`config.mk`:
```
export PLATFORM = sky130hd
export DESIGN_NAME = lru_recency_list_flat
export DESIGN_NICKNAME = d
export VERILOG_FILES = /design/src/rtl/lrl_pkg.sv /design/src/rtl/lrl_if.sv /design/src/rtl/lru_recency_list.sv /design/src/rtl/lrl_ram.sv /design/src/flat_wrapper.sv
export SDC_FILE = /design/constraint.sdc
export NUM_CORES = 1
export LEC_CHECK = 0
export ABC_AREA = 1
export BUFFER_PORTS_ARGS = -buffer_cell sky130_fd_sc_hd__buf_2
export CAP_MARGIN = 40
export CORE_AREA = 10 10 214 216
export CTS_CLUSTER_DIAMETER = 80
export CTS_CLUSTER_SIZE = 30
export DETAILED_ROUTE_END_ITERATION = 12
export DIE_AREA = 0 0 224 226
export MAX_ROUTING_LAYER = met4
export PLACE_DENSITY_LB_ADDON = 0.3
export SETUP_SLACK_MARGIN = 0.1
export SYNTH_ARGS = -nofsm -noshare
export SYNTH_HDL_FRONTEND = slang
export SYNTH_HIERARCHICAL = 1
export SYNTH_SLANG_ARGS = --single-unit
```
`constraint.sdc`:
```
create_clock -name clk -period 4.6 [get_ports clk]
set_input_delay 0.92 -clock clk [delete_from_list [all_inputs] [get_ports clk]]
set_output_delay 0.92 -clock clk [all_outputs]
set_load 0.05 [all_outputs]
```
`src/rtl/lrl_pkg.sv`:
```
// ----------------------------------------------------------------------------
// lrl_pkg
// shared codes for the lru recency list: operation and status encodings
// ----------------------------------------------------------------------------
`timescale 1ns / 1ps
`default_nettype none

package lrl_pkg;

  typedef enum logic [1:0] {
    OP_INSERT = 2'd0,
    OP_UNLINK = 2'd1,
    OP_MOVE   = 2'd2
  } opcode_t;

  localparam logic STATUS_DONE    = 1'b0;
  localparam logic STATUS_IGNORED = 1'b1;

endpackage

`default_nettype wire

```
`src/rtl/lrl_if.sv`:
```
// ----------------------------------------------------------------------------
// lrl_if
// valid/ready channels of the lru recency list: operation in, list state out
// ----------------------------------------------------------------------------
`timescale 1ns / 1ps
`default_nettype none

interface lru_in_if;
  logic       valid;
  logic       ready;
  logic [1:0] opcode;
  logic [3:0] entry;

  modport source (output valid, output opcode, output entry, input ready);
  modport sink   (input valid, input opcode, input entry, output ready);
endinterface

interface lru_out_if;
  logic       valid;
  logic       ready;
  logic       status;
  logic       empty_res;
  logic [3:0] head_entry;
  logic [3:0] tail_entry;

  modport source (output valid, output status, output empty_res, output head_entry,
                  output tail_entry, input ready);
  modport sink   (input valid, input status, input empty_res, input head_entry,
                  input tail_entry, output ready);
endinterface

`default_nettype wire

```
`src/rtl/lru_recency_list.sv`:
```
// ----------------------------------------------------------------------------
// lru_recency_list
// recency order over cache entries as a doubly linked list in two link rams
// ----------------------------------------------------------------------------
// One operation at a time: insert at head, unlink, or move to head, each
// answered by one transaction carrying status, empty flag, head and tail.
// Previous and next links live in two rams with registered reads, head, tail,
// empty and per-entry linked flags in flops. An operation that does not fit
// the entry's linked state, an undefined opcode or an entry at or beyond
// ENTRIES is ignored with status 1. Before the next operation is accepted,
// an ignored one or a move of the head goes to DONE; insert steps through
// PUSH1, PUSH2 and DONE, unlink through DET and DONE, move through DET,
// PUSH1, PUSH2 and DONE. The sequencer makes one write per link ram per
// cycle and the named entry's link read is registered. The input is taken
// while a result waits on the output; the sequencer then holds its result
// until the output register frees. Link rams need no clearing after reset.
// ----------------------------------------------------------------------------
`timescale 1ns / 1ps
`default_nettype none

module lru_recency_list #(
  parameter int ENTRIES = 16
) (
  input  wire logic  clk,
  input  wire logic  rst_n,
  lru_in_if.sink     in_ch,
  lru_out_if.source  out_ch
);

  import lrl_pkg::*;

  localparam int IW  = $clog2(ENTRIES);
  localparam int LW  = $clog2(ENTRIES + 1);
  localparam int NL  = (ENTRIES < 16) ? ENTRIES : 16;
  localparam int LIW = $clog2(NL);
  localparam logic [LW-1:0] NO_LINK = LW'(ENTRIES);

  typedef enum logic [2:0] {
    S_IDLE,
    S_DET,
    S_PUSH1,
    S_PUSH2,
    S_DONE
  } state_t;

  state_t        state_r;
  logic          move_r;
  logic          status_r;
  logic [IW-1:0] e_r;
  logic [IW-1:0] head_r;
  logic [IW-1:0] tail_r;
  logic          empty_r;
  logic [NL-1:0] linked_r;

  logic          out_valid_r;
  logic          out_status_r;
  logic          out_empty_r;
  logic [3:0]    out_head_r;
  logic [3:0]    out_tail_r;

  logic          prev_we;
  logic [IW-1:0] prev_waddr;
  logic [LW-1:0] prev_wdata;
  logic [LW-1:0] prev_q;
  logic          next_we;
  logic [IW-1:0] next_waddr;
  logic [LW-1:0] next_wdata;
  logic [LW-1:0] next_q;
  logic [IW-1:0] raddr;

  logic          in_rng;
  logic          in_lk;
  logic [IW-1:0] in_e;
  logic          p_ok;
  logic          n_ok;
  logic          out_free;

  assign in_ch.ready = (state_r == S_IDLE);
  assign in_rng      = (32'(in_ch.entry) < ENTRIES);
  assign in_e        = IW'(in_ch.entry);
  assign in_lk       = linked_r[in_ch.entry[LIW-1:0]];
  assign p_ok        = (prev_q < NO_LINK);
  assign n_ok        = (next_q < NO_LINK);
  assign raddr       = (state_r == S_IDLE) ? in_e : e_r;
  assign out_free    = !out_valid_r || out_ch.ready;

  assign out_ch.valid      = out_valid_r;
  assign out_ch.status     = out_status_r;
  assign out_ch.empty_res  = out_empty_r;
  assign out_ch.head_entry = out_head_r;
  assign out_ch.tail_entry = out_tail_r;

  // link ram write ports
  always_comb begin
    prev_we    = 1'b0;
    prev_waddr = e_r;
    prev_wdata = NO_LINK;
    next_we    = 1'b0;
    next_waddr = e_r;
    next_wdata = NO_LINK;
    unique case (state_r)
      S_DET: begin
        next_we    = p_ok;
        next_waddr = prev_q[IW-1:0];
        next_wdata = next_q;
        prev_we    = n_ok;
        prev_waddr = next_q[IW-1:0];
        prev_wdata = prev_q;
      end
      S_PUSH1: begin
        prev_we    = !empty_r;
        prev_waddr = head_r;
        prev_wdata = LW'(e_r);
        next_we    = 1'b1;
        next_waddr = e_r;
        next_wdata = empty_r ? NO_LINK : LW'(head_r);
      end
      S_PUSH2: begin
        prev_we    = 1'b1;
        prev_waddr = e_r;
        prev_wdata = NO_LINK;
      end
      default: begin
        prev_we = 1'b0;
        next_we = 1'b0;
      end
    endcase
  end

  lrl_ram #(.WIDTH(LW), .DEPTH(ENTRIES)) u_prev_ram (
    .clk   (clk),
    .we    (prev_we),
    .waddr (prev_waddr),
    .wdata (prev_wdata),
    .raddr (raddr),
    .rdata (prev_q)
  );

  lrl_ram #(.WIDTH(LW), .DEPTH(ENTRIES)) u_next_ram (
    .clk   (clk),
    .we    (next_we),
    .waddr (next_waddr),
    .wdata (next_wdata),
    .raddr (raddr),
    .rdata (next_q)
  );

  always_ff @(posedge clk) begin
    if (!rst_n) begin
      state_r     <= S_IDLE;
      head_r      <= '0;
      tail_r      <= '0;
      empty_r     <= 1'b1;
      linked_r    <= '0;
      out_valid_r <= 1'b0;
    end else begin
      if (out_valid_r && out_ch.ready) begin
        out_valid_r <= 1'b0;
      end
      unique case (state_r)
        S_IDLE: begin
          if (in_ch.valid) begin
            e_r      <= in_e;
            status_r <= STATUS_IGNORED;
            move_r   <= 1'b0;
            state_r  <= S_DONE;
            unique case (opcode_t'(in_ch.opcode))
              OP_INSERT: begin
                if (in_rng && !in_lk) begin
                  status_r <= STATUS_DONE;
                  state_r  <= S_PUSH1;
                end
              end
              OP_UNLINK: begin
                if (in_rng && in_lk) begin
                  status_r <= STATUS_DONE;
                  state_r  <= S_DET;
                end
              end
              OP_MOVE: begin
                if (in_rng && in_lk) begin
                  status_r <= STATUS_DONE;
                  move_r   <= 1'b1;
                  if (!(head_r == in_e && !empty_r)) begin
                    state_r <= S_DET;
                  end
                end
              end
              default: begin
                status_r <= STATUS_IGNORED;
              end
            endcase
          end
        end
        S_DET: begin
          if (!p_ok) begin
            head_r <= n_ok ? next_q[IW-1:0] : '0;
          end
          if (!n_ok) begin
            tail_r <= p_ok ? prev_q[IW-1:0] : '0;
          end
          if (!p_ok && !n_ok) begin
            empty_r <= 1'b1;
          end
          if (move_r) begin
            state_r <= S_PUSH1;
          end else begin
            linked_r[e_r[LIW-1:0]] <= 1'b0;
            state_r                <= S_DONE;
          end
        end
        S_PUSH1: begin
          if (empty_r) begin
            tail_r <= e_r;
          end
          head_r                 <= e_r;
          empty_r                <= 1'b0;
          linked_r[e_r[LIW-1:0]] <= 1'b1;
          state_r                <= S_PUSH2;
        end
        S_PUSH2: begin
          state_r <= S_DONE;
        end
        S_DONE: begin
          if (out_free) begin
            out_valid_r  <= 1'b1;
            out_status_r <= status_r;
            out_empty_r  <= empty_r;
            out_head_r   <= empty_r ? 4'd0 : 4'(head_r);
            out_tail_r   <= empty_r ? 4'd0 : 4'(tail_r);
            state_r      <= S_IDLE;
          end
        end
        default: begin
          state_r <= S_IDLE;
        end
      endcase
    end
  end

endmodule

`default_nettype wire

```
`src/rtl/lrl_ram.sv`:
```
// ----------------------------------------------------------------------------
// lrl_ram
// generic single write port, single read port ram with registered read data
// ----------------------------------------------------------------------------
`timescale 1ns / 1ps
`default_nettype none

module lrl_ram #(
  parameter int WIDTH = 8,
  parameter int DEPTH = 16
) (
  input  wire logic                     clk,
  input  wire logic                     we,
  input  wire logic [$clog2(DEPTH)-1:0] waddr,
  input  wire logic [WIDTH-1:0]         wdata,
  input  wire logic [$clog2(DEPTH)-1:0] raddr,
  output logic      [WIDTH-1:0]         rdata
);

  logic [WIDTH-1:0] mem [DEPTH];

  always_ff @(posedge clk) begin
    if (we) begin
      mem[waddr] <= wdata;
    end
    rdata <= mem[raddr];
  end

endmodule

`default_nettype wire

```
`src/flat_wrapper.sv`:
```
// flat-port wrapper written by rule: the top's interface ports become plain ports
module lru_recency_list_flat import lrl_pkg::*;
#(
  parameter int ENTRIES = 16
)
  (clk, rst_n, in_ch_valid, in_ch_opcode, in_ch_entry, in_ch_ready, out_ch_valid, out_ch_status, out_ch_empty_res, out_ch_head_entry, out_ch_tail_entry, out_ch_ready);
  lru_in_if in_ch_i ();
  lru_out_if out_ch_i ();
  input  wire logic clk;
  input  wire logic rst_n;
  input wire logic [$bits(in_ch_i.valid)-1:0] in_ch_valid;
  input wire logic [$bits(in_ch_i.opcode)-1:0] in_ch_opcode;
  input wire logic [$bits(in_ch_i.entry)-1:0] in_ch_entry;
  output wire logic [$bits(in_ch_i.ready)-1:0] in_ch_ready;
  output wire logic [$bits(out_ch_i.valid)-1:0] out_ch_valid;
  output wire logic [$bits(out_ch_i.status)-1:0] out_ch_status;
  output wire logic [$bits(out_ch_i.empty_res)-1:0] out_ch_empty_res;
  output wire logic [$bits(out_ch_i.head_entry)-1:0] out_ch_head_entry;
  output wire logic [$bits(out_ch_i.tail_entry)-1:0] out_ch_tail_entry;
  input wire logic [$bits(out_ch_i.ready)-1:0] out_ch_ready;
  assign in_ch_i.valid = in_ch_valid;
  assign in_ch_i.opcode = in_ch_opcode;
  assign in_ch_i.entry = in_ch_entry;
  assign in_ch_ready = in_ch_i.ready;
  assign out_ch_valid = out_ch_i.valid;
  assign out_ch_status = out_ch_i.status;
  assign out_ch_empty_res = out_ch_i.empty_res;
  assign out_ch_head_entry = out_ch_i.head_entry;
  assign out_ch_tail_entry = out_ch_i.tail_entry;
  assign out_ch_i.ready = out_ch_ready;
  lru_recency_list #(.ENTRIES(ENTRIES)) u_core (.clk(clk), .rst_n(rst_n), .in_ch(in_ch_i), .out_ch(out_ch_i));
endmodule
```
==> impl_results.md, run 1 <==
* Crit-path max FO at 12
* Mapped Cells at between 1,000 and 1,500
* Tot Pwr at 4.16 mW
* Tmin final at roughly 3000 ps
* Initial antenna violation count at 1
* Cell Area, Synth at ~0.01 sq mm
* Metal2 WL at 10,800 um
* Slew Limit Fails at 0
* HP Class: register to register
* Commonest non-fill, non-tap cell in the layout: nand2_1
* PD cells at approximately 380 mW/mm^2
* IO Port Bufs at 21
* Yosys cell types at 35
* Vias at approximately 6,700
* Clock tree buffer depth at 3
* VDD IR max at 225 uV
* Sequential area share after synthesis at 0.613
* DRT Pass-1 Iters at 5
* Worst EP required at 4750 ps
* Share of layout cells above drive strength 1 at 0.162
* Horiz. Die Dim at 224 um
* Fin Setup TNS at 0 ps
* Post-CTS Hold Fix Bufs at 0
* CTS Buf Count at 13
* Fin. Hold Viols at 0
* Initial core utilization at 0.238
* CP endpoint kind: register
* Max-slew headroom at 0.429
* Final setup vio count at 0
* GPL Wtd Cong at 0.847
* Final worst slack at 1630 ps
* RSZ-0062 raised after global routing: false
* Average size of a mapped cell at between 9 and 10 sq um
* Nets at between 1,000 and 1,500
* CTS tree: built
* Synth Net Count at 1,057
* Area grow syn2layout at 10.6%
* Vias in the first global route at roughly 6,500
* Ys Warns at 6
* CP Data Arrival Time at between 3000 and 4000 ps
* CP Launch Type: register
* Setup Skew at 33.6 ps
* Avg Vias per Cell at 4.21
* Status: finished, final reports clean
* Wire length per cell at 15.1 um
* Tcrit/Tclk final at 0.645
* Post-cts sizing count at 0
* First-pass GRT wire length at 37,800 um
* Post-DRT Antenna Nets at 0
* Core area at 0.0416 sq mm
* GR Util All Layers at 0.0968
* Actual slew at the worst max-slew pin at approximately 860 ps
* Pleak at ~4.4 nW
* Row count at 75
* Routed wl met3 at between 1000 and 1500 um
* Most used cell, CP: nor2_1
* Most frequent cells in the layout: nand2_1 (256), edfxtp_1 (176), nand3_1 (141)
* Antenna fix cells at 0
* Largest net degree at the start of global routing at 42
* Crit-path cells: nor3_2 > inv_2 > nand2_1 > inv_1 > nor2_1 > nand3b_1 > nor2_1
* Clock latency on the worst-skew pair at approximately 500 ps
* M1 wire length at about 12,000 um
* Grt total ovfl at 0
* Die height at between 200 and 250 um
* DIE AREA at 0.0506 sq mm
* DR iter-0 viols at between 400 and 500
* Setup WS pre-CTS at about 1700 ps
* Sink Count at ~220
* Fmax at ~0.34 GHz
* Post-CTS Setup Inserts at 0
* CP max stage cell: nor3_2
* CTS clock-pin slew for the worst setup and hold paths at ~110 ps
* CTS root buf: clkbuf_16
* WL final at around 24,000 um
* MaxCap Viol Count at 0
* Uppermost routed layer: met4
* Fin util at 0.263
* CP max stage delay at 610 ps
* Final hold slack at 435 ps
* Remaining DRCs at 0
* DP HPWL at between 15,000 and 20,000 um
* CP Class: register to register
* # H-tree levels at 1
* Post-synthesis register bit count at around 220
* Io pins at 22
## critical path, delay by kind of cell, from the launching register on
kind	cells	cell delay, ps
DFF	1	410
and+or+nand+nor	5	1850
buffers and inverters	2	380
## state kept, by name, indices dropped and copies added (netlist names), 3 cells and up, named ones only
| name | cells |
|---|---|
| u_core/u_next_ram/mem | 80 |
| u_core/u_prev_ram/mem | 80 |
| u_core/u_next_ram/rdata | 5 |
| u_core/u_prev_ram/rdata | 5 |
| u_core/e_r | 4 |
| u_core/head_r | 4 |
| u_core/out_ch.head_entry | 4 |
| u_core/out_ch.tail_entry | 4 |
| u_core/tail_r | 4 |
| u_core/state_r | 3 |
## through the flow
step | instance area [sq um] | instances
after global placement | 10500 | 1572
after detailed placement | 10500 | 1574
after global routing | 10900 | 1596
after CTS | 10900 | 1596
after floorplan | 9890 | 1043
final | 10900 | 1596
## path summary, 6_finish.rpt
path	startpoint	to	slack [ps]	cells past startpoint
setup / recovery	u_core/state_r[2]	u_core/u_next_ram/mem[10][4]	1630	7
hold reg to reg	u_core/status_r	u_core/out_ch.status	430	0
hold / removal	u_core/status_r	u_core/out_ch.status	430	0
setup reg to reg	u_core/state_r[2]	u_core/u_next_ram/mem[10][4]	1630	7
## where the power goes
part           total [mW]  internal (mW)  switching (mW)  leakage [nW]
clock                1.28          0.572           0.708         0.211
sequential           2.21           2.16          0.0525          1.91
combinational       0.664          0.180           0.484          2.24
total                4.16           2.91            1.24          4.36
## synth_stat cells
master      n  area, sq um
nand2_1   256          961
edfxtp_1  176         5290
nand3_1   141          706
inv_1     119          447
nor2_1     74          278
inv_2      61          229
nand2_2    41          257
dfxtp_1    39          781
o21ai_0    27          135
a21oi_1    17         85.1
buf_4      11         82.6
buf_2      10         50.1
a31oi_1     9         56.3
o21ai_1     9         45.0
clkbuf_1    8         30.0
buf_6       6         67.6
buf_12      4         80.1
ha_1        4         50.1
nand3b_1    4         30.0
nor3_1      4         20.0
o221ai_1    4         35.0
nor3_2      3         30.0
a211oi_1    2         15.0
inv_8       2         22.5
nand3_2     2         20.0
clkinv_1    1         3.75
nand4_1     1         6.26
nor2_2      1         6.26
nor3_4      1         16.3
nor4_2      1         12.5
o21ai_4     1         16.3
o22ai_1     1         6.26
o311a_1     1         10.0
or2_1       1         6.26
xor2_1      1         8.76
## per-layer routing
layer,track usage,vias to the layer above
met5,-,-
li1,-,3373
met4,0.0217,0
met3,0.0156,23
met1,0.130,3182
met2,0.151,140
## cell families after synthesis
| group | after synthesis | share of synthesized area |
|---|---|---|
| AO/OA/AOI/OAI | 71 | 0.0409 |
| XOR/XNOR | 1 | 0.000886 |
| flip-flops | 215 | 0.613 |
| adder cells (fa/ha/maj) | 4 | 0.00506 |
| AND/OR/NAND/NOR | 530 | 0.237 |
| buffers and inverters | 222 | 0.102 |
## cell type report
| class | count | area, sq um |
|---|---|---|
| well taps | 539 | 674 |
| clock buffers | 14 | 329 |
| clock inverters | 8 | 109 |
| repair buffers | 31 | 204 |
| multi-input cells | 606 | 2850 |
| inverters | 183 | 702 |
| flip-flops and latches | 215 | 6070 |
| fillers | 4431 | 30600 |
(Power assumes the default switching activity.)
==> run 2: changes to the inputs <==
--- a/config.mk
+++ b/config.mk
@@ -5,14 +5,14 @@
 export SDC_FILE = /design/constraint.sdc
 export NUM_CORES = 1
 export LEC_CHECK = 0
-export ABC_AREA = 1
+export ABC_AREA = 0
 export BUFFER_PORTS_ARGS = -buffer_cell sky130_fd_sc_hd__buf_2
 export CAP_MARGIN = 40
-export CORE_AREA = 10 10 214 216
+export CORE_AREA = 10 10 204 206
 export CTS_CLUSTER_DIAMETER = 80
 export CTS_CLUSTER_SIZE = 30
 export DETAILED_ROUTE_END_ITERATION = 12
-export DIE_AREA = 0 0 224 226
+export DIE_AREA = 0 0 214 216
 export MAX_ROUTING_LAYER = met4
 export PLACE_DENSITY_LB_ADDON = 0.3
 export SETUP_SLACK_MARGIN = 0.1
==> constraint.sdc (replaced) <==
create_clock -name clk -period 2.6 [get_ports clk]
set_input_delay 0.52 -clock clk [delete_from_list [all_inputs] [get_ports clk]]
set_output_delay 0.52 -clock clk [all_outputs]
set_load 0.05 [all_outputs]
==> run 2 against run 1 <==
Net effect: sequential power grew 71%; final cell count decreased by 28%; combinational power shrank 20%; largest power group unchanged; highest routed layer unchanged.
==> impl_results.md, run 2 <==
* Fin. Hold Viols at 0 (unchanged)
* Clock tree buffer depth at 3 (unchanged)
* MaxCap Viol Count at 0 (unchanged)
* Average size of a mapped cell at 15.5 sq um (+63%)
* Mapped Cells at 576 (-45%)
* Worst r2r path cells at 7 (unchanged)
* Pleak at 3.33 nW (-24%)
* PD cells at 619 mW/mm^2 (+63%)
* Slew Limit Fails at 0 (unchanged)
* Post-synthesis async set-or-reset flop share at 0 (unchanged)
* Antenna fix cells at 0 (unchanged)
* Most frequent cells in the layout: edfxtp_1 (176), nand2_1 (65), buf_4 (52)
* Row count at 71 (-5.3%)
* Share of layout cells above drive strength 1 at 0.241 (+0.0797)
* VDD IR max at 311 uV (+38%)
* Final hold slack at 310 ps (-125 ps)
* Ys Warns at 6 (unchanged)
* Worst EP required at 2750 ps (-2000 ps)
* Tmin final at 2310 ps (-656 ps)
* Synth top area cells: edfxtp_1 (59%), mux4_2 (10%), dfxtp_1 (8.8%)
* Setup Skew at 15.2 ps (-18.3 ps)
* Sink Count at 215 (unchanged)
* WL final at 19,600 um (-19%)
* Fin Setup TNS at 0 ps (unchanged)
* DIE AREA at 0.0462 sq mm (-8.7%)
* Final worst slack at 291 ps (-1340 ps)
* Vias at 4,963 (-26%)
* IO Port Bufs at 21 (unchanged)
* CP Launch Type: register
* Synth Net Count at 590 (-44%)
* CTS Buf Count at 12 (-1)
* RSZ-0062 raised after global routing: false
* Die height at 216 um (-4.4%)
* Core area at 0.0374 sq mm (-10%)
* Yosys cell types at 43 (+23%)
* Crit-path max FO at 5 (-7)
* DR iter-0 viols at 300 (-35%)
* GPL Wtd Cong at 0.836 (-1.3%)
* Post-DRT Antenna Nets at 0 (unchanged)
* Largest area contributor in the netlist: edfxtp_1
* Final setup vio count at 0 (unchanged)
* Post-synth top flop: edfxtp_1
* DP HPWL at 13,600 um (-17%)
* Initial antenna violation count at 0 (-1)
* Cell Area, Synth at 0.00891 sq mm (-9.9%)
* # H-tree levels at 1 (unchanged)
* CTS clock-pin slew for the worst setup and hold paths at 100 ps (about the same)
* RR Endpoint: u_core/u_next_ram/mem[0][3]
* Flop2flop setup slack at 290 ps (-1340 ps)
* CTS tree: built
* Top flop regs: u_core/u_next_ram/mem x80, u_core/u_prev_ram/mem x80
* Io pins at 22 (unchanged)
* Min-Delay Endpoint: u_core/e_r[1]
* Post-synthesis register bit count at 215 (unchanged)
* Actual slew at the worst max-slew pin at 666 ps (-191 ps)
* Remaining DRCs at 0 (unchanged)
* Fillers at 3,750 (-15%)
* Non-Filler Instances at 1,157 (-28%)
* Hold Startpoint: in_ch_entry[1]
* CP Class: register to register
* CP endpoint kind: register
* Nets at 655 (-38%)
* GR Util All Layers at 0.0857 (-0.0111)
* Fmax at 0.433 GHz (+28%)
* Tcrit/Tclk final at 0.888 (+0.243)
* Avg Vias per Cell at 4.29 (+1.9%)
* Sequential area share after synthesis at 0.681 (+0.0672)
* Initial core utilization at 0.238 (+0.000439)
* Vias in the first global route at 5,109 (-22%)
* Placed insts at 1,138 (-28%)
* Status: finished, final reports clean
* DRT Pass-1 Iters at 5 (unchanged)
* Tot Pwr at 6.48 mW (+56%)
* Commonest non-fill, non-tap cell in the layout: edfxtp_1
* Top cell type's share of synthesized area at 0.593 (+0.0585)
* Cell with the most instances after synthesis: edfxtp_1
* CP Data Arrival Time at 2460 ps (-660 ps)
* Grt total ovfl at 0 (unchanged)
* Clock latency on the worst-skew pair at 480 ps (-20 ps)
* Post-synth EDFFs at 176 (unchanged)
* Area grow syn2layout at 17.4%
* Setup WS pre-CTS at 93.7 ps (-1560 ps)
* Commonest cells in the netlist: edfxtp_1 (176), nand2_1 (65), mux4_2 (40)
* Reg2reg start: u_core/state_r[0]
* Wire length per cell at 16.9 um (+12%)
* First-pass GRT wire length at 30,800 um (-18%)
* HP Class: input port to register
* Post-CTS Setup Inserts at 0 (unchanged)
* Largest net degree at the start of global routing at 41 (-2.4%)
* Max-slew headroom at 0.553 (+0.125)
* CTS root buf: clkbuf_16
* Horiz. Die Dim at 214 um (-4.5%)
* Hold depth at 1 (+1)
==> run 2: changes by cell type after synthesis, moves of 18 or more <==
cell	delta
nor2b_1	+24
inv_1	-111
o21ai_0	-18
nand3_1	-107
nor2_1	-39
nand2_2	-41
mux4_2	+40
inv_2	-61
nand2_1	-191
==> run 2: cells by family after synthesis <==
logic type	synth area share
fa+ha+maj	0.00562
mux	0.128
flops	0.681
xor+xnor	0.00393
compound gates	0.0592
simple gates	0.105
buf+inv	0.0177
==> run 2: area by class of cell <==
class | count | area [sq um] | share of cell area
Inverter | 8 | 30.0 | 0.00287
Clock inverter | 4 | 60.1 | 0.00574
Multi-Input combinational cell | 328 | 2760 | 0.263
Sequential cell | 215 | 6070 | 0.580
Clock buffer | 15 | 354 | 0.0338
Timing Repair Buffer | 76 | 556 | 0.0531
Tap cell | 511 | 639 | 0.0611
==> run 2: worst max path at each step <==
stage / start / endpoint / slack (ps) / depth (start not counted)
4_1_cts: u_core/state_r[1] / u_core/u_prev_ram/mem[0][4] / 130 / 5
3_3_place_gp: u_core/state_r[2] / u_core/u_prev_ram/mem[0][3] / 150 / 6
5_1_grt: u_core/state_r[0] / u_core/u_next_ram/rdata[4] / 130 / 7
2_1_floorplan: u_core/state_r[1] / u_core/u_next_ram/rdata[0] / 120 / 7
3_5_place_dp: u_core/state_r[2] / u_core/u_prev_ram/mem[0][3] / 90 / 6
6_report: u_core/state_r[0] / u_core/u_next_ram/mem[0][3] / 290 / 7
==> run 2: metal layers <==
metal / vias to the layer above / share of wire / GRT usage
li1: 2354 / - / -
met1: 2491 / 0.48 / 0.115
met2: 96 / 0.46 / 0.133
met3: 22 / 0.034 / 0.0126
met4: 0 / 0.018 / 0.0233
met5: - / 0 / -
==> run 2: what timing repair did <==
item,CTS,global route
gates resized for setup,1,3
hold buffers,0,0
pin swaps,0,1
gates cloned,0,0
setup endpoints to repair,10,93
==> run 2: critical path, cell delays in order, from the launching register on <==
cell	delay, ps
dfxtp_1	390
inv_1	80
or3_1	440
nor2_1	150
nor2_2	60
inv_1	120
or3b_4	450
nor3_4	310
==> run 2: power breakdown <==
group          internal (mW)  switching (mW)
Clock                   1.03            1.15
Sequential              3.73          0.0417
Combinational          0.225           0.308
Total                   4.98            1.50
==> run 2: through the flow <==
stage	area, sq um	utilization
final	10500	0.280
after CTS	10500	0.280
after detailed placement	10000	0.269
after global placement	10000	0.268
after floorplan	8980	-
after global routing	10500	0.280
